[config.mk]
export PLATFORM = sky130hd
export DESIGN_NAME = rvs_fifo
export DESIGN_NICKNAME = d
export VERILOG_FILES = /design/src/rtl/core/rvs_pkg.sv /design/src/rtl/core/rvs_fifo.sv
export SDC_FILE = /design/constraint.sdc
export NUM_CORES = 1
export LEC_CHECK = 0
export ABC_AREA = 0
export BUFFER_PORTS_ARGS = -buffer_cell sky130_fd_sc_hd__buf_4
export CAP_MARGIN = 5
export CORE_UTILIZATION = 55
export CTS_CLUSTER_DIAMETER = 50
export DETAILED_ROUTE_END_ITERATION = 7
export PLACE_DENSITY = 0.95
export SYNTH_ARGS = -nofsm -noshare
export SYNTH_HDL_FRONTEND = slang
export SYNTH_SLANG_ARGS = --single-unit
[constraint.sdc]
create_clock -name clk -period 21.8 [get_ports clk]
set_clock_uncertainty 0.2 [all_clocks]
set_input_delay 4.36 -clock clk [delete_from_list [all_inputs] [get_ports clk]]
set_output_delay 4.36 -clock clk [all_outputs]
set_load 0.03 [all_outputs]
[src/rtl/core/rvs_pkg.sv]
// ----------------------------------------------------------------------------
// rvs_pkg
// shared types and codes of the rv32i subset execute core
// ----------------------------------------------------------------------------
package rvs_pkg;

  localparam logic [6:0] OPC_R     = 7'h33;
  localparam logic [6:0] OPC_JALR  = 7'h67;
  localparam logic [6:0] OPC_LOAD  = 7'h03;
  localparam logic [6:0] OPC_IMM   = 7'h13;
  localparam logic [6:0] OPC_STORE = 7'h23;
  localparam logic [6:0] OPC_BR    = 7'h63;
  localparam logic [6:0] OPC_JAL   = 7'h6F;
  localparam logic [6:0] OPC_LUI   = 7'h37;
  localparam logic [6:0] OPC_AUIPC = 7'h17;
  localparam logic [6:0] F7_ALT    = 7'h20;

  localparam logic [31:0] RST_BASE    = 32'h1000_0000;
  localparam logic [31:0] RST_CONSOLE = 32'h2000_0000;

  localparam logic [0:0] REG_BASE    = 1'b0;
  localparam logic [0:0] REG_CONSOLE = 1'b1;

  // operation classes
  localparam logic [3:0] OP_R     = 4'd0;
  localparam logic [3:0] OP_IMM   = 4'd1;
  localparam logic [3:0] OP_JALR  = 4'd2;
  localparam logic [3:0] OP_LOAD  = 4'd3;
  localparam logic [3:0] OP_STORE = 4'd4;
  localparam logic [3:0] OP_BR    = 4'd5;
  localparam logic [3:0] OP_JAL   = 4'd6;
  localparam logic [3:0] OP_LUI   = 4'd7;
  localparam logic [3:0] OP_AUIPC = 4'd8;
  localparam logic [3:0] OP_ILL   = 4'd9;
  localparam logic [3:0] OP_PRE   = 4'd10;

  typedef struct packed {
    logic [3:0]  op;
    logic [2:0]  f3;
    logic        alt;
    logic [4:0]  rd;
    logic [4:0]  rs1;
    logic [4:0]  rs2;
    logic [31:0] imm;
    logic [31:0] cval;
    logic [15:0] pre_off;
    logic [7:0]  pre_byte;
  } dec_t;

  typedef struct packed {
    logic [31:0] base;
    logic [31:0] console;
  } cfg_t;

endpackage

[src/rtl/core/rvs_fifo.sv]
// ----------------------------------------------------------------------------
// rvs_fifo
// two-entry queue of decoded operations between front and back
// ----------------------------------------------------------------------------
module rvs_fifo (
  input  logic              clk,
  input  logic              rst,
  input  logic              push,
  input  rvs_pkg::dec_t     wdata,
  output logic              full,
  input  logic              pop,
  output logic              valid,
  output rvs_pkg::dec_t     head
);

  rvs_pkg::dec_t entry [2];
  logic       wp;
  logic       rp;
  logic [1:0] count;

  assign full  = (count == 2'd2);
  assign valid = (count != 2'd0);
  assign head  = entry[rp];

  always_ff @(posedge clk) begin
    if (rst) begin
      wp    <= 1'b0;
      rp    <= 1'b0;
      count <= 2'd0;
    end else begin
      if (push) begin
        entry[wp] <= wdata;
        wp        <= ~wp;
      end
      if (pop) rp <= ~rp;
      count <= count + {1'b0, push} - {1'b0, pop};
    end
  end

endmodule

# --- Word level (Yosys, flattened, before mapping) ---
# Memories as Yosys holds them, arrays and structs flattened. A register that Yosys moved wholly into a read port is not among the register bits.
# Index checks and enable logic that the tools add are counted.
totals:
  ff_bits: 4
  ramBits: 222
  output_inout_bits: 113
  word_cells: 15
  memories: 1
op_classes:
  addsub: 2
  eq_ne: 1
  n_mux: 5
  n_bitwise: 2
  reduce_logical: 1
memory_table:
  columns: ["memory", "depth", "width", "rd", "rd_ports_with_merged_regs", "wr", "line_no", "rtl"]
  rows:
  - ["entry", 2, 111, 1, 1, 1, "rvs_fifo.sv:16", "rvs_pkg::dec_t entry [2];"]
ops:
  columns: ["cell", "count"]
  rows:
  - ["1-bit 2-to-1 mux", 5]
  - ["2-bit by 1-bit adder with 2-bit output", 1]
  - ["2-bit equality test (second input constant)", 1]
  - ["1-bit inverter", 2]
  - ["2-bit nonzero test", 1]
  - ["2-bit by 1-bit subtractor with 2-bit output", 1]

# --- Logic depth before layout (Yosys ltp) ---
# Gate-level depths: netlist of run 1.
logic_depth:
  ltp_word: 3
  mapped_depth: 6

# --- Worst setup path before layout of run 1 ---
# OpenSTA, ideal clock, no wires.
synth_path:
  path_type: "input-to-reg"
  from: "in rst"
  to: "mem entry[0][0] (netlist bit) (enable)"
  arrival_time_ns: 12.358
  setup_slack_ns: 8.503
  stages: 1
  path_buffers: 0
  path_cell_list: "nor3b_1"
synth_between:
  elab_chain_len: 2
synth_rtl:
  columns: ["item", "line_no", "rtl"]
  rows:
  - ["start, declared", "rvs_fifo.sv:7", "input logic rst,"]
  - ["1-bit 2-to-1 mux", "rvs_fifo.sv:26", "if (rst) begin"]
  - ["1-bit 2-to-1 mux (implied by the code)", "rvs_fifo.sv:32", "entry[wp] <= wdata;"]
  - ["end, declared", "rvs_fifo.sv:16", null]
# No other way between the ends.

==> flow_summary.ini, run 1 <==
[run_status]
status = complete, no violations

[synthesis]
ys_ff_latch = 227
synthTopCellsByCount = edfxtp_1, mux2_2, buf_6
synthDistinctLibCells = 14
netlist_instances = 366
synth-main-ff-cell = edfxtp_1
synth_top_area_share_pct = 80.7
avgSynthCellArea_um2 = 22.6
ys_top_cells_by_area = edfxtp_1, mux2_2, buf_6, dfxtp_1, ha_1
syn_area_um2 = 8260
async_flop_share_pct = 0
ys_seq_area_share_pct = 81.9
yosysMostFrequentCell = edfxtp_1
syn-num-nets = 483
ys_warn_count = 0
synth_top_area_cell = edfxtp_1
synth_edf_count = 222

[timing]
fin_crit_ps = 7250
rsz0062_at_grt = no
setup_tns_ps = 0
worst_pin_slew_ps = 886
finalHoldViolCount = 0
slew_viol_final = 0
setup_viol = 0
fin_worst_hold_slack_ps = 341
fin_crit_sh_pct = 33.2
maxSlewHeadroom_pct = 40.9
fmax_mhz = 138

[floorplanning]
dieArea_um2 = 15500
core_um2 = 14600
io_pins = 228
dieHeight_um = 125
fp-row-count = 44
die_w_um = 125
initial_core_util_pct = 56.6

[critical_path]
crit_path_max_fanout = 68
cp-end-kind = output port
arrival_ps = 2690
crit_type = register to output port
crit_required_ps = 17240
cp-start-kind = register
r2r_cells = 2

[power]
switching_share_pct = 23.1
p_seq_share_pct = 48.8
p_per_area_nw_per_um2 = 95.3
intPower_uw = 799
p_comb_share_pct = 13.0
p_clk_share_pct = 38.2
vdd_drop_max_mv = 0.0855
switchingPower_uw = 240
p_leak_nw = 4.06

[drt]
wl_mm = 15.8
ant_nets = 0
avgViaCountPerCell = 5.28
route.detailed.drc = 0
num_vias = 4283
routedWlPerCell_um = 19.4
first_pass_iters = 4
first_iter_violations = 368

[global_route]
grt.total_usage_pct = 19.9
grt_max_degree = 69
antenna_found_initial = 0
grt_pass1_wl_mm = 23.8
gr-total-overflow = 0
grt_pass1_vias = 4470

[hold_path]
hold_depth = 2
hold_class = register to register

[cells_and_area]
drive_gt1_share_pct = 60.9
nets = 728
diodes = 0
nFillCells = 828
multi_input_area_um2 = 1370
seq_area_um2 = 6770
areaGrowthSynthToFinish_pct = 31.9

[clock_network]
post_cts_buffers = 0
htreeDepth = 1
cts.sinks = 227
cts_hold_buffers = 0
cts_made_buffers = 24
clkTransAtPathRegs_ps = 60
cts_tree = done
clock_latency_ps = 500
cts_buffer_depth = 3
cts-resized-gates = 0
clock_tree.root_cell = clkbuf_16

[flow_run]
drv_cap = 0

[placement]
numPortBuffers = 227
gp_congestion = 0.727
place_hpwl_mm = 10.2
sequential cells by signal, summed over array words and instances (netlist names), named ones only:
name	flops
entry	222
count	2
rp	1
wp	1
final timing paths:
kind	from	end	slack, ps
setup / recovery	register	head[9]	14550
hold / removal	rp	register	340
setup reg to reg	wp	entry[1][94]	19240
hold reg to reg	rp	register	340
layer usage:
metal | track usage [%] | up-vias | wire, um
met1 | 24.4 | 2117 | 6050
li1 | - | 1945 | -
met5 | 0 | - | 0
met2 | 34.1 | 185 | 8160
met3 | 5.24 | 36 | 1070
met4 | 7.30 | 0 | 490
placed cells by master, fill, tap and decap left out, types with 2 or more instances in the layout:
cell / netlist / routed
buf_4: 0 / 231
mux2_2: 111 / 111
nor2_1: 4 / 4
nor2b_1: 2 / 2
clkinv_2: 0 / 4
clkbuf_8: 0 / 2
clkbuf_1: 0 / 3
dfxtp_1: 5 / 4
inv_1: 2 / 2
inv_6: 0 / 2
xnor2_1: 2 / 2
clkinv_1: 0 / 3
bufinv_16: 0 / 2
edfxtp_1: 222 / 222
clkbuf_16: 0 / 25
ha_1: 2 / 2
critical path: stages (launching register included):
cell     delay [ps]
dfxtp_4         710
buf_4           770
mux2_2          430
buf_4           170
per-stage QoR:
| step | cells | instance area [um^2] | worst slack, ps | total power, mW | utilization (%) |
|---|---|---|---|---|---|
| floorplan | 366 | 8260 | 8500 | 0.599 | - |
| global placement | 769 | 10100 | 15090 | 0.646 | 69.3 |
| detailed placement | 769 | 10100 | 15040 | 0.651 | 69.3 |
| CTS | 811 | 10900 | 14530 | 1.05 | 74.7 |
| global route | 811 | 10900 | 14410 | 1.07 | 74.7 |
| finish | 811 | 10900 | 14550 | 1.04 | 74.7 |
cell families after synthesis:
logic type                 share of synthesized area (%)
xor gates and xnor gates                           0.485
DFF                                                 81.9
adders and majority gates                          0.303
and+or+nand+nor                                    0.606
muxes                                               15.1
buffers and inverters                               1.58
power by group through the flow:
stage	Combinational, mW	Sequential (mW)	Clock (mW)
3_5_place_dp	0.135	0.516	0
3_3_place_gp	0.131	0.514	0
4_1_cts	0.136	0.507	0.405
6_report	0.135	0.507	0.397
5_1_grt	0.141	0.509	0.422
2_1_floorplan	0.0845	0.515	0
cell type report:
type                    count  share of cell area, %
flip-flops and latches    227                   62.1
repair buffers            231                   15.9
multi-input cells         125                   12.6
clock buffers              30                   6.10
well taps                 184                   2.11
clock inverters            12                   1.10
inverters                   2                 0.0689
Power figures use the tool's default switching activity.
==> run 2, diff against run 1 <==
CORE_UTILIZATION = 52   (was 55)
PLACE_DENSITY = 0.91   (was 0.95)
clock period = 7.1 ns   (was 21.8 ns; I/O delays follow)
==> flow_summary.ini, run 2 (synthesis gave the netlist of run 1 again) <==
[critical_path]
crit_path_max_fanout = 69
rrSetupSlack_ps = 4500
cp-end-kind = output port
r2r_end = entry[1][89]
r2r_cells = 2
cp-endpoint = head[65]
crit_required_ps = 5480
crit_type = register to output port
cp-start-kind = register
r2r_start = wp
arrival_ps = 2690

[global_route]
grt_pass1_vias = 4431
grt_max_degree = 70
gr-total-overflow = 0
antenna_found_initial = 0
grt.total_usage_pct = 18.2
grt_pass1_wl_mm = 22.7

[power]
finalPower_mw = 3.15
p_leak_nw = 4.04
vdd_drop_max_mv = 0.199
p_per_area_nw_per_um2 = 288

[cells_and_area]
areaGrowthSynthToFinish_pct = 32.1
largest_register_ffs = 222
regMostFlops = entry
biggestRegsByFlops = entry x222, count x2
nFillCells = 985
nets = 728
final_cells = 839
drive_gt1_share_pct = 60.5
diodes = 0
layout_common_cells = buf_4, edfxtp_1, mux2_2
fin_util_pct = 71.0
final_common_cell = buf_4

[timing]
setup_tns_ps = 0
fin_crit_ps = 4310
setup_viol = 0
fmax_mhz = 232
fin_ws_ps = 2790
rsz0062_at_grt = no
worst_pin_slew_ps = 915
slew_viol_final = 0
fin_crit_sh_pct = 60.7
maxSlewHeadroom_pct = 39.0
finalHoldViolCount = 0

[floorplanning]
die_w_um = 128
core_um2 = 15400
dieArea_um2 = 16400
dieHeight_um = 128
io_pins = 228
initial_core_util_pct = 53.7
fp-row-count = 45

[drt]
routedWlPerCell_um = 18.3
first_pass_iters = 4
wl_mm = 15.4
avgViaCountPerCell = 5.10
route.detailed.drc = 0
first_iter_violations = 287
num_vias = 4276
ant_nets = 0

[clock_network]
clock_tree.root_cell = clkbuf_16
cts.sinks = 227
cts_made_buffers = 24
cts_buffer_depth = 3
clkTransAtPathRegs_ps = 60
cts_hold_buffers = 0
post_cts_buffers = 0
clock_latency_ps = 490
cts-resized-gates = 0
cts_tree = done
htreeDepth = 1

[placement]
gp_congestion = 0.733
place_hpwl_mm = 9.95
dp.cells = 796
numPortBuffers = 227
dp_worst_setup_slack_ps = 3270

[run_status]
status = complete, no violations

[hold_path]
hold_class = register to register

[flow_run]
drv_cap = 0
## run 2: cell count changes in the layout (fill, tap and decap cells not counted), sizes merged
cell and change:
clkinv -2, inv -2, bufinv -1, clkinvlp +2
clkbuf +4
## run 2: worst min path at each step
stage,startpoint,endpoint,depth (start not counted)
2_1_floorplan,rp,register,2
3_3_place_gp,rp,rp,2
3_5_place_dp,rp,rp,2
4_1_cts,rp,rp,2
5_1_grt,rp,rp,2
6_report,rp,rp,2
## run 2: final cells by class
type	count	area [um^2]	share of cell area [%]
Clock inverter	9	80.1	0.734
Sequential cell	227	6770	62.0
Clock buffer	34	679	6.22
Inverter	2	7.51	0.0688
Timing Repair Buffer	231	1730	15.9
Tap cell	211	264	2.42
Multi-Input combinational cell	125	1380	12.6
## run 2: worst max-delay path, stage by stage (launching register included)
cell and delay, ps:
dfxtp_4 720, buf_4 800, mux2_2 440, buf_4 170
## run 2: through the flow
step / cell area (um^2) / hold WS (ps)
final: 10900 / 330
after detailed placement: 10200 / 322
after global placement: 10200 / 296
after floorplan: 8270 / 280
after global routing: 10900 / 363
after CTS: 10900 / 336
## run 2: where the power goes
part / switching, mW / total (mW) / internal [mW]
clock network: 0.475 / 1.18 / 0.704
logic: 0.230 / 0.413 / 0.183
registers: 0.0223 / 1.56 / 1.53
## run 2: routing by layer
metal / routed length [um] / vias up / global-route usage [%]
li1: - / 1940 / -
met1: 6000 / 2116 / 22.3
met2: 7720 / 182 / 30.9
met3: 1110 / 38 / 4.47
met4: 531 / 0 / 8.17
met5: 0 / - / 0
