--- src/rtl/core/rvs_pkg.sv ---
// ----------------------------------------------------------------------------
// rvs_pkg
// shared types and codes of the rv32i subset execute core
// ----------------------------------------------------------------------------
package rvs_pkg;

  localparam logic [6:0] OPC_R     = 7'h33;
  localparam logic [6:0] OPC_JALR  = 7'h67;
  localparam logic [6:0] OPC_LOAD  = 7'h03;
  localparam logic [6:0] OPC_IMM   = 7'h13;
  localparam logic [6:0] OPC_STORE = 7'h23;
  localparam logic [6:0] OPC_BR    = 7'h63;
  localparam logic [6:0] OPC_JAL   = 7'h6F;
  localparam logic [6:0] OPC_LUI   = 7'h37;
  localparam logic [6:0] OPC_AUIPC = 7'h17;
  localparam logic [6:0] F7_ALT    = 7'h20;

  localparam logic [31:0] RST_BASE    = 32'h1000_0000;
  localparam logic [31:0] RST_CONSOLE = 32'h2000_0000;

  localparam logic [0:0] REG_BASE    = 1'b0;
  localparam logic [0:0] REG_CONSOLE = 1'b1;

  // operation classes
  localparam logic [3:0] OP_R     = 4'd0;
  localparam logic [3:0] OP_IMM   = 4'd1;
  localparam logic [3:0] OP_JALR  = 4'd2;
  localparam logic [3:0] OP_LOAD  = 4'd3;
  localparam logic [3:0] OP_STORE = 4'd4;
  localparam logic [3:0] OP_BR    = 4'd5;
  localparam logic [3:0] OP_JAL   = 4'd6;
  localparam logic [3:0] OP_LUI   = 4'd7;
  localparam logic [3:0] OP_AUIPC = 4'd8;
  localparam logic [3:0] OP_ILL   = 4'd9;
  localparam logic [3:0] OP_PRE   = 4'd10;

  typedef struct packed {
    logic [3:0]  op;
    logic [2:0]  f3;
    logic        alt;
    logic [4:0]  rd;
    logic [4:0]  rs1;
    logic [4:0]  rs2;
    logic [31:0] imm;
    logic [31:0] cval;
    logic [15:0] pre_off;
    logic [7:0]  pre_byte;
  } dec_t;

  typedef struct packed {
    logic [31:0] base;
    logic [31:0] console;
  } cfg_t;

endpackage

--- src/rtl/core/rvs_front.sv ---
// ----------------------------------------------------------------------------
// rvs_front
// accepts input transactions and decodes them into operation records
// ----------------------------------------------------------------------------
module rvs_front (
  input  logic              s_tvalid,
  output logic              s_tready,
  input  logic [87:0]       s_tdata,
  input  logic              s_tuser,
  input  logic              q_full,
  input  logic              clr_done,
  output logic              q_push,
  output rvs_pkg::dec_t     q_data
);

  function automatic logic [31:0] quarter(input logic [31:0] v);
    logic [31:0] mag;
    mag = (~v + 32'd1) >> 2;
    if (v[31]) return ~mag + 32'd1;
    return v >> 2;
  endfunction

  logic [31:0] ins;
  logic [31:0] imm_i;
  logic [31:0] imm_s;
  logic [31:0] imm_b;
  logic [31:0] imm_j;
  logic [31:0] imm_u;

  assign ins   = s_tdata[31:0];
  assign imm_i = {{20{ins[31]}}, ins[31:20]};
  assign imm_s = {{20{ins[31]}}, ins[31:25], ins[11:7]};
  assign imm_b = {{19{ins[31]}}, ins[31], ins[7], ins[30:25], ins[11:8], 1'b0};
  assign imm_j = {{11{ins[31]}}, ins[31], ins[19:12], ins[20], ins[30:21], 1'b0};
  assign imm_u = {ins[31:12], 12'b0};

  assign s_tready = !q_full && clr_done;
  assign q_push   = s_tvalid && s_tready;

  always_comb begin
    q_data          = '0;
    q_data.f3       = ins[14:12];
    q_data.alt      = (ins[31:25] == rvs_pkg::F7_ALT);
    q_data.rd       = ins[11:7];
    q_data.rs1      = ins[19:15];
    q_data.rs2      = ins[24:20];
    q_data.cval     = s_tdata[63:32];
    q_data.pre_off  = s_tdata[79:64];
    q_data.pre_byte = s_tdata[87:80];
    q_data.imm      = imm_i;
    if (s_tuser) begin
      q_data.op = rvs_pkg::OP_PRE;
    end else begin
      case (ins[6:0])
        rvs_pkg::OPC_R:     q_data.op = rvs_pkg::OP_R;
        rvs_pkg::OPC_IMM:   q_data.op = rvs_pkg::OP_IMM;
        rvs_pkg::OPC_JALR:  q_data.op = rvs_pkg::OP_JALR;
        rvs_pkg::OPC_LOAD:  q_data.op = rvs_pkg::OP_LOAD;
        rvs_pkg::OPC_STORE: begin
          q_data.op  = rvs_pkg::OP_STORE;
          q_data.imm = imm_s;
        end
        rvs_pkg::OPC_BR: begin
          q_data.op  = rvs_pkg::OP_BR;
          q_data.imm = quarter(imm_b);
        end
        rvs_pkg::OPC_JAL: begin
          q_data.op  = rvs_pkg::OP_JAL;
          q_data.imm = quarter(imm_j);
        end
        rvs_pkg::OPC_LUI: begin
          q_data.op  = rvs_pkg::OP_LUI;
          q_data.imm = imm_u;
        end
        rvs_pkg::OPC_AUIPC: begin
          q_data.op  = rvs_pkg::OP_AUIPC;
          q_data.imm = imm_u;
        end
        default: q_data.op = rvs_pkg::OP_ILL;
      endcase
    end
  end

endmodule

--- config.mk ---
export PLATFORM = sky130hd
export DESIGN_NAME = rvs_front
export DESIGN_NICKNAME = d
export VERILOG_FILES = /design/src/rtl/core/rvs_pkg.sv /design/src/rtl/core/rvs_front.sv
export SDC_FILE = /design/constraint.sdc
export NUM_CORES = 1
export LEC_CHECK = 0
export BUFFER_PORTS_ARGS = -buffer_cell sky130_fd_sc_hd__buf_2
export CAP_MARGIN = 20
export CORE_MARGIN = 4
export CORE_UTILIZATION = 47
export DETAILED_ROUTE_END_ITERATION = 7
export PLACE_DENSITY_LB_ADDON = 0.2
export SLEW_MARGIN = 10
export SYNTH_ARGS = -nofsm -noshare
export SYNTH_HDL_FRONTEND = slang
export SYNTH_SLANG_ARGS = --single-unit
--- constraint.sdc ---
create_clock -name vclk -period 4.3
set_input_delay 0.215 -clock vclk [all_inputs]
set_output_delay 0.215 -clock vclk [all_outputs]
set_load 0.05 [all_outputs]
# Yosys cells after proc, flatten, opt, wreduce, memory -nomap -nowiden

Cells that the tools add are included.
Widths: inputs -> output; s select.

Output and inout port bits: 113
Register bits after elaboration: 0
Bits of input ports: 92

Multiplexer cells: 13
Reduce and logical (&&, ||, !) cells: 4
Eq/ne operators: 10
Bitwise logic cells: 4
Add/subtract/negate cells: 4

Operator list:

| kind                  | number |
|---|---|
| $mux 32               | 5 |
| $add 32x1->32 const B | 4 |
| $pmux 32 s4           | 1 |
| $not 30->32           | 2 |
| $not 32->32           | 2 |
| $pmux 4 s9            | 1 |
| $eq 7x6->1 const B    | 4 |
| $eq 7x7->1 const B    | 3 |
| $eq 7x5->1 const B    | 2 |
| $eq 7x2->1 const B    | 1 |
| $mux 1                | 5 |
| $mux 4                | 1 |
| $logic_and 1x1->1     | 2 |
| $reduce_or 2->1       | 1 |
| $logic_not 1->1       | 1 |

# Logic depth before layout (Yosys ltp)

Gate-level depths: netlist (run 1).

Word-level depth: 8
Depth in mapped cells: 13

# Worst setup path before layout (run 1)

OpenSTA, ideal clock, no wires.

Path kind: input -> output
From: input port s_tdata[30]
To: output port q_data[83] in the netlist's numbering
Buffers on the path: 2
Stages: 11
Slack: 0.372 ns
Required time: 4.085 ns
Data arrival time: 3.713 ns
Cell sequence: buf_6 -> or4_4 -> buf_6 -> or3_4 -> or3_2 -> ha_1 -> nand3_1 -> nor3_1 -> and4_1 -> o21ai_1 -> a31oi_1

RTL lines:

| item        | line            | text |
|---|---|---|
| from (decl) | rvs_front.sv:8  | `input logic [87:0] s_tdata,` |
| to (decl)   | rvs_front.sv:13 | `output rvs_pkg::dec_t q_data` |

==> report_table.html, run 1 <==
<table>
<tr><th>Metric</th><th>Value</th></tr>
<tr><th colspan="2">Placement</th></tr>
<tr><td>Placer's final routability congestion estimate</td><td>0.992</td></tr>
<tr><td>Placed cells</td><td>just over 600</td></tr>
<tr><td>Post-DP HPWL</td><td>9150 um</td></tr>
<tr><td>Count of buffers from port buffering</td><td>93</td></tr>
<tr><th colspan="2">GRT</th></tr>
<tr><td>First-pass GRT wire length</td><td>18200 um</td></tr>
<tr><td>Initial antenna violation count</td><td>0</td></tr>
<tr><td>GRT Overall Usage</td><td>0.250</td></tr>
<tr><td>GRT busiest layer</td><td>met2</td></tr>
<tr><td>Met1 usage in global routing</td><td>0.360</td></tr>
<tr><td>GR Util met2</td><td>0.402</td></tr>
<tr><td>Pin count of the biggest net entering global routing</td><td>27</td></tr>
<tr><td>Vias in the first global route</td><td>about 3500</td></tr>
<tr><td>Met3 Use GR</td><td>0.0240</td></tr>
<tr><td>Total congestion overflow after global routing</td><td>0</td></tr>
<tr><th colspan="2">Synthesis</th></tr>
<tr><td>Cell variety after synth</td><td>84</td></tr>
<tr><td>Nets in the synthesized netlist</td><td>621</td></tr>
<tr><td>Post-Syn Area</td><td>3500 um^2</td></tr>
<tr><td>Share of synthesized area occupied by flip-flops and latches</td><td>0</td></tr>
<tr><td>Avg Cell Area, Syn</td><td>~6.7 um^2</td></tr>
<tr><td>Total of warnings raised by yosys</td><td>0</td></tr>
<tr><td>Number of instances in the synthesized netlist</td><td>521</td></tr>
<tr><th colspan="2">Final layout</th></tr>
<tr><td>Clock buffer instance count of the final layout</td><td>0</td></tr>
<tr><td>Signed area change from the synthesized netlist to the final layout</td><td>-2.57%</td></tr>
<tr><td>Number of sequential cells in the layout</td><td>0</td></tr>
<tr><td>Number of diodes added for antenna fixing</td><td>0</td></tr>
<tr><td>Post-route core utilization</td><td>0.470</td></tr>
<tr><td>Final Instance Count excl. Fillers</td><td>614</td></tr>
<tr><td>Nets</td><td>617</td></tr>
<tr><td>Share of final-layout standard cells stronger than drive strength 1</td><td>0.264</td></tr>
<tr><td>Area taken by flip-flops and latches</td><td>0 um^2</td></tr>
<tr><th colspan="2">Critical path</th></tr>
<tr><td>Slowest cell on crit path</td><td>sky130_fd_sc_hd__nor3_1</td></tr>
<tr><td>Data required, critical path</td><td>4.09 ns</td></tr>
<tr><td>Crit path launch</td><td>s_tdata[9]</td></tr>
<tr><td>Critical path launch point type</td><td>input port</td></tr>
<tr><td>Buffer and inverter count on the worst path</td><td>3</td></tr>
<tr><td>Type of the worst setup path</td><td>in2out</td></tr>
<tr><td>Kind of cell with the highest combined delay on the critical path</td><td>simple AND/OR/NAND/NOR gates</td></tr>
<tr><td>Peak fanout along the critical path</td><td>8</td></tr>
<tr><td>Maximum cell stage delay along the critical path</td><td>0.51 ns</td></tr>
<tr><td>Kind of end point of the critical path</td><td>primary output</td></tr>
<tr><td>Data arrival at the endpoint of the critical path</td><td>about 3.9 ns</td></tr>
<tr><td>Critical-path cell list</td><td>buf_2 &gt; inv_1 &gt; ha_1 &gt; or3b_4 &gt; or3_4 &gt; or3_2 &gt; ha_1 &gt; nand3_1 &gt; nor3_1 &gt; and4_1 &gt; o21ai_1 &gt; a31oi_1 &gt; buf_2</td></tr>
<tr><th colspan="2">Detailed routing</th></tr>
<tr><td>DR WL/cell</td><td>19.4 um</td></tr>
<tr><td>Ratio of routed vias to standard cells</td><td>6.42</td></tr>
<tr><td>Detailed router's first-iteration violation count</td><td>a little over 400</td></tr>
<tr><td>Drt first pass iters</td><td>6</td></tr>
<tr><td>Antenna Nets Post-Route</td><td>0</td></tr>
<tr><td>DR vias</td><td>3939</td></tr>
<tr><td>Remaining design rule violation count</td><td>0</td></tr>
<tr><td>Routed wire length</td><td>around 12000 um</td></tr>
<tr><th colspan="2">Clock network</th></tr>
<tr><td>Post-CTS setup buffer count</td><td>0</td></tr>
<tr><td>Post-cts resize count</td><td>0</td></tr>
<tr><td>Post-cts hold buffer count</td><td>0</td></tr>
<tr><th colspan="2">Floorplanning</th></tr>
<tr><td>Number of placement rows</td><td>31</td></tr>
<tr><td>Floorplan die height</td><td>94.3 um</td></tr>
<tr><td>Placeable core area</td><td>roughly 7300 um^2</td></tr>
<tr><td>DIE AREA</td><td>8890 um^2</td></tr>
<tr><td>Starting density of the core</td><td>0.482</td></tr>
<tr><td>Boundary Pins</td><td>roughly 210</td></tr>
<tr><td>Die extent in x</td><td>94.3 um</td></tr>
<tr><th colspan="2">STA</th></tr>
<tr><td>RSZ-0062 raised after global routing</td><td>no</td></tr>
<tr><td>Maximum clock frequency</td><td>0.246 GHz</td></tr>
<tr><td>Worst slew pin tran</td><td>0.792 ns</td></tr>
<tr><td>Final setup fails</td><td>0</td></tr>
<tr><td>Fin crit period</td><td>4.06 ns</td></tr>
<tr><td>Post-route fraction of the period consumed by the critical path</td><td>0.945</td></tr>
<tr><td>Final Hold Fails</td><td>0</td></tr>
<tr><td>Setup TNS after final layout</td><td>0 ns</td></tr>
<tr><td>Hold slack final</td><td>between 0.4 and 0.5 ns</td></tr>
<tr><td>Final count of pins violating max slew</td><td>0</td></tr>
<tr><td>Tightest slew margin relative to the limit</td><td>0.470</td></tr>
<tr><th colspan="2">Run</th></tr>
<tr><td>Reported max-cap violation count</td><td>0</td></tr>
<tr><th colspan="2">Outcome</th></tr>
<tr><td>Result of the run</td><td>completed</td></tr>
<tr><th colspan="2">Power and ir drop</th></tr>
<tr><td>Power density relative to cell area</td><td>around 100 nW/um^2</td></tr>
<tr><td>Largest vdd supply drop</td><td>0.0000507 V</td></tr>
<tr><td>Static leakage power</td><td>approximately 0.0013 uW</td></tr>
<tr><th colspan="2">Min path</th></tr>
<tr><td>Class of the tightest hold or removal check</td><td>in2out</td></tr>
<tr><td>HP Start</td><td>s_tdata[80]</td></tr>
</table>
==> cell usage after synthesis (all sizes together) (3+ instances only) <==
master / n / share of area
o32ai: 3 / 0.0075
o31ai: 5 / 0.020
and4: 4 / 0.010
nor2b: 4 / 0.0071
clkbuf: 25 / 0.035
and2: 4 / 0.0071
o211ai: 9 / 0.019
a21oi: 29 / 0.041
nor4: 9 / 0.026
or4: 4 / 0.010
o21ai: 30 / 0.043
nand2b: 8 / 0.014
a21boi: 4 / 0.0086
mux2i: 12 / 0.034
ha: 8 / 0.029
or2: 4 / 0.0079
nor3: 14 / 0.024
a211oi: 4 / 0.0086
nand2: 58 / 0.062
inv: 13 / 0.014
nor2: 40 / 0.043
o22ai: 9 / 0.020
nand4: 5 / 0.0089
xor2: 8 / 0.025
a21o: 3 / 0.0064
nand3: 21 / 0.030
and3: 12 / 0.021
mux2: 4 / 0.014
a31oi: 13 / 0.023
or3: 6 / 0.014
xnor2: 22 / 0.055
a221oi: 6 / 0.017
buf: 82 / 0.18
a32oi: 4 / 0.010
==> layout by cell type, fill, tap and decap left out, types with 7 or more instances in the layout <==
master and instances:
sky130_fd_sc_hd__a31oi_1 13, sky130_fd_sc_hd__nor3_1 11, sky130_fd_sc_hd__nand2_1 58, sky130_fd_sc_hd__inv_1 13, sky130_fd_sc_hd__o21ai_1 8, sky130_fd_sc_hd__xnor2_1 22, sky130_fd_sc_hd__nor2_1 40, sky130_fd_sc_hd__o21ai_0 22
sky130_fd_sc_hd__a21oi_1 29, sky130_fd_sc_hd__ha_1 8, sky130_fd_sc_hd__buf_4 8, sky130_fd_sc_hd__o22ai_1 8, sky130_fd_sc_hd__mux2i_1 12, sky130_fd_sc_hd__o211ai_1 9, sky130_fd_sc_hd__and3_1 12, sky130_fd_sc_hd__nand3_1 21
sky130_fd_sc_hd__xor2_1 7, sky130_fd_sc_hd__nand2b_1 8, sky130_fd_sc_hd__buf_2 93
==> power breakdown <==
group	switching [uW]	total, uW	internal, uW
clock	0	0	0
sequential	0	0	0
combinational	258	352	94.5
==> routing by layer <==
layer  share of wire  up-vias
met1            0.44     1838
met5               0        -
li1                -     1837
met2            0.45      232
met4           0.019        0
met3           0.089       32
==> path summary, 6_finish.rpt <==
check | endpoint | slack, ns | depth (start not counted)
setup / recovery | q_data[83] | 0.24 | 13
hold / removal | q_data[0] | 0.43 | 0
==> metrics by stage <==
stage               total power, uW  area [um^2]  worst slack, ns
floorplan                       408         3500            0.372
global placement                345         3410            0.439
detailed placement              346         3410            0.341
CTS                             347         3410            0.327
global route                    372         3410           0.0454
finish                          352         3410            0.238
==> kinds of logic after synthesis <==
kind of cell	Yosys count	share of synthesized area
buffers and inverters	120	0.228
AO/OA/AOI/OAI	144	0.297
adder cells (fa/ha/maj)	8	0.0286
XOR/XNOR	30	0.0804
multiplexers	16	0.0483
AND/OR/NAND/NOR	203	0.318
==> cell type report <==
class | count | area (um^2)
multi-input combinational | 401 | 2710
timing repair buffer | 101 | 526
tap | 99 | 124
fill | 789 | 3840
inverter | 13 | 48.8
Note: power is estimated with default switching activity, not from simulation.
==> run 2: changes to the inputs <==
CORE_UTILIZATION = 40   (was 47)
==> report_table.html, run 2 (same netlist as run 1, synthesis figures left out) <==
<table>
<tr><th>Metric</th><th>Value</th></tr>
<tr><th colspan="2">Final layout</th></tr>
<tr><td>Clock buffer instance count of the final layout</td><td>0 (unchanged)</td></tr>
<tr><td>Multi-input gate area</td><td>2720 um^2 (was 2710 um^2)</td></tr>
<tr><td>Signed area change from the synthesized netlist to the final layout</td><td>-2.43% (was -2.57%)</td></tr>
<tr><td>Number of sequential cells in the layout</td><td>0 (unchanged)</td></tr>
<tr><td>Share of final-layout standard cells stronger than drive strength 1</td><td>0.265 (was 0.264)</td></tr>
<tr><td>Fillcell total</td><td>930 (was 789)</td></tr>
<tr><td>Number of diodes added for antenna fixing</td><td>0 (unchanged)</td></tr>
<tr><td>Highest-count cells in the layout ignoring fill and taps</td><td>sky130_fd_sc_hd__buf_2, sky130_fd_sc_hd__nand2_1, sky130_fd_sc_hd__nor2_1 (unchanged)</td></tr>
<tr><td>Nets</td><td>616 (was 617)</td></tr>
<tr><td>Most common cell after layout, fill and taps aside</td><td>sky130_fd_sc_hd__buf_2 (unchanged)</td></tr>
<tr><td>Area taken by flip-flops and latches</td><td>0 um^2 (unchanged)</td></tr>
<tr><th colspan="2">GRT</th></tr>
<tr><td>Total congestion overflow after global routing</td><td>0 (unchanged)</td></tr>
<tr><td>Pin count of the biggest net entering global routing</td><td>27 (unchanged)</td></tr>
<tr><td>Vias in the first global route</td><td>3624 (was 3512)</td></tr>
<tr><td>GRT busiest layer</td><td>met2 (unchanged)</td></tr>
<tr><td>Initial antenna violation count</td><td>0 (unchanged)</td></tr>
<tr><td>First-pass GRT wire length</td><td>19400 um (was 18200 um)</td></tr>
<tr><td>GR Util met2</td><td>0.369 (was 0.402)</td></tr>
<tr><td>Met3 Use GR</td><td>0.0275 (was 0.0240)</td></tr>
<tr><td>GRT Overall Usage</td><td>0.228 (was 0.250)</td></tr>
<tr><td>Met1 usage in global routing</td><td>0.321 (was 0.360)</td></tr>
<tr><th colspan="2">Critical path</th></tr>
<tr><td>Kind of end point of the critical path</td><td>primary output (unchanged)</td></tr>
<tr><td>Data required, critical path</td><td>4.09 ns (about the same)</td></tr>
<tr><td>Type of the worst setup path</td><td>in2out (unchanged)</td></tr>
<tr><td>Data arrival at the endpoint of the critical path</td><td>3.73 ns (was 3.85 ns)</td></tr>
<tr><td>Critical path launch point type</td><td>input port (unchanged)</td></tr>
<tr><td>Peak fanout along the critical path</td><td>8 (unchanged)</td></tr>
<tr><th colspan="2">Detailed routing</th></tr>
<tr><td>Antenna Nets Post-Route</td><td>0 (unchanged)</td></tr>
<tr><td>Routed wire length</td><td>12200 um (was 11900 um)</td></tr>
<tr><td>Remaining design rule violation count</td><td>0 (unchanged)</td></tr>
<tr><td>Detailed router's first-iteration violation count</td><td>393 (was 411)</td></tr>
<tr><td>Drt first pass iters</td><td>5 (was 6)</td></tr>
<tr><td>DR vias</td><td>4013 (was 3939)</td></tr>
<tr><td>DR WL/cell</td><td>19.7 um (was 19.4 um)</td></tr>
<tr><td>Ratio of routed vias to standard cells</td><td>6.48 (was 6.42)</td></tr>
<tr><th colspan="2">Floorplanning</th></tr>
<tr><td>Number of placement rows</td><td>33 (was 31)</td></tr>
<tr><td>DIE AREA</td><td>10300 um^2 (was 8890 um^2)</td></tr>
<tr><td>Die extent in x</td><td>102 um (was 94.3 um)</td></tr>
<tr><td>Starting density of the core</td><td>0.418 (was 0.482)</td></tr>
<tr><td>Placeable core area</td><td>8380 um^2 (was 7250 um^2)</td></tr>
<tr><td>Boundary Pins</td><td>205 (unchanged)</td></tr>
<tr><td>Floorplan die height</td><td>102 um (was 94.3 um)</td></tr>
<tr><th colspan="2">STA</th></tr>
<tr><td>Setup TNS after final layout</td><td>0 ns (unchanged)</td></tr>
<tr><td>RSZ-0062 raised after global routing</td><td>no (unchanged)</td></tr>
<tr><td>Worst slew pin tran</td><td>0.936 ns (was 0.792 ns)</td></tr>
<tr><td>Tightest slew margin relative to the limit</td><td>0.371 (was 0.470)</td></tr>
<tr><td>Fin crit period</td><td>3.94 ns (was 4.06 ns)</td></tr>
<tr><td>Final setup slack of the worst path</td><td>0.356 ns (was 0.238 ns)</td></tr>
<tr><td>Final count of pins violating max slew</td><td>0 (unchanged)</td></tr>
<tr><td>Post-route fraction of the period consumed by the critical path</td><td>0.917 (was 0.945)</td></tr>
<tr><td>Maximum clock frequency</td><td>0.254 GHz (was 0.246 GHz)</td></tr>
<tr><td>Hold slack final</td><td>0.430 ns (about the same)</td></tr>
<tr><td>Final setup fails</td><td>0 (unchanged)</td></tr>
<tr><td>Final Hold Fails</td><td>0 (unchanged)</td></tr>
<tr><th colspan="2">Run</th></tr>
<tr><td>Reported max-cap violation count</td><td>0 (unchanged)</td></tr>
<tr><th colspan="2">Placement</th></tr>
<tr><td>Worst-case setup slack after placement</td><td>0.303 ns (was 0.341 ns)</td></tr>
<tr><td>Placer's final routability congestion estimate</td><td>0.958 (was 0.992)</td></tr>
<tr><td>Post-DP HPWL</td><td>9440 um (was 9150 um)</td></tr>
<tr><td>Count of buffers from port buffering</td><td>93 (unchanged)</td></tr>
<tr><th colspan="2">Power and ir drop</th></tr>
<tr><td>Power density relative to cell area</td><td>103 nW/um^2 (about the same)</td></tr>
<tr><td>Largest vdd supply drop</td><td>0.0000543 V (was 0.0000507 V)</td></tr>
<tr><td>Static leakage power</td><td>0.00133 uW (was 0.00134 uW)</td></tr>
<tr><th colspan="2">Outcome</th></tr>
<tr><td>Result of the run</td><td>completed (unchanged)</td></tr>
<tr><th colspan="2">Clock network</th></tr>
<tr><td>Post-cts hold buffer count</td><td>0 (unchanged)</td></tr>
<tr><th colspan="2">Min path</th></tr>
<tr><td>Class of the tightest hold or removal check</td><td>in2out (unchanged)</td></tr>
</table>
## run 2: layout make-up
cell class / instances / area share
inverter: 13 / 0.0143
timing repair buffer: 100 / 0.152
tap: 105 / 0.0385
multi-input combinational: 401 / 0.796
## run 2: repair_timing
action                                 in CTS  in global routing
setup endpoints to repair                   0                  2
resized for setup                           0                  1
setup buffers                               0                  0
endpoints found under the hold margin       0                  0
## run 2: final timing paths
check | cells past startpoint | endpoint | slack [ns] | from
setup / recovery | 14 | q_data[76] | 0.36 | s_tdata[9]
hold / removal | 0 | q_data[12] | 0.43 | s_tdata[68]
## run 2: per-layer routing
layer | wire length, um | vias up
li1 | - | 1840
met1 | 5180 | 1889
met2 | 5550 | 248
met3 | 1200 | 36
met4 | 263 | 0
met5 | 0 | -
## run 2: critical path: stages
cell	delay, ns
sky130_fd_sc_hd__buf_2	0.13
sky130_fd_sc_hd__inv_1	0.07
sky130_fd_sc_hd__ha_1	0.32
sky130_fd_sc_hd__or3b_4	0.45
sky130_fd_sc_hd__or3_4	0.43
sky130_fd_sc_hd__or3_2	0.43
sky130_fd_sc_hd__ha_1	0.33
sky130_fd_sc_hd__and3_1	0.19
sky130_fd_sc_hd__nand2_1	0.09
sky130_fd_sc_hd__nor4_4	0.23
sky130_fd_sc_hd__o21ai_1	0.17
sky130_fd_sc_hd__nor2_1	0.27
sky130_fd_sc_hd__a21oi_1	0.14
sky130_fd_sc_hd__buf_2	0.26
## run 2: through the flow
step            util  area (um^2)  total power (uW)  cells
4_1_cts        0.407         3410               349    619
2_1_floorplan      -         3500               408    521
3_5_place_dp   0.407         3410               348    619
5_1_grt        0.407         3410               377    619
6_report       0.407         3410               352    619
3_3_place_gp   0.407         3410               346    619
## run 2: report_power, final
group | internal [uW] | switching (uW) | leakage (uW)
sequential | 0 | 0 | 0
combinational | 94.7 | 258 | 0.00133
clock | 0 | 0 | 0
total | 94.7 | 258 | 0.00133
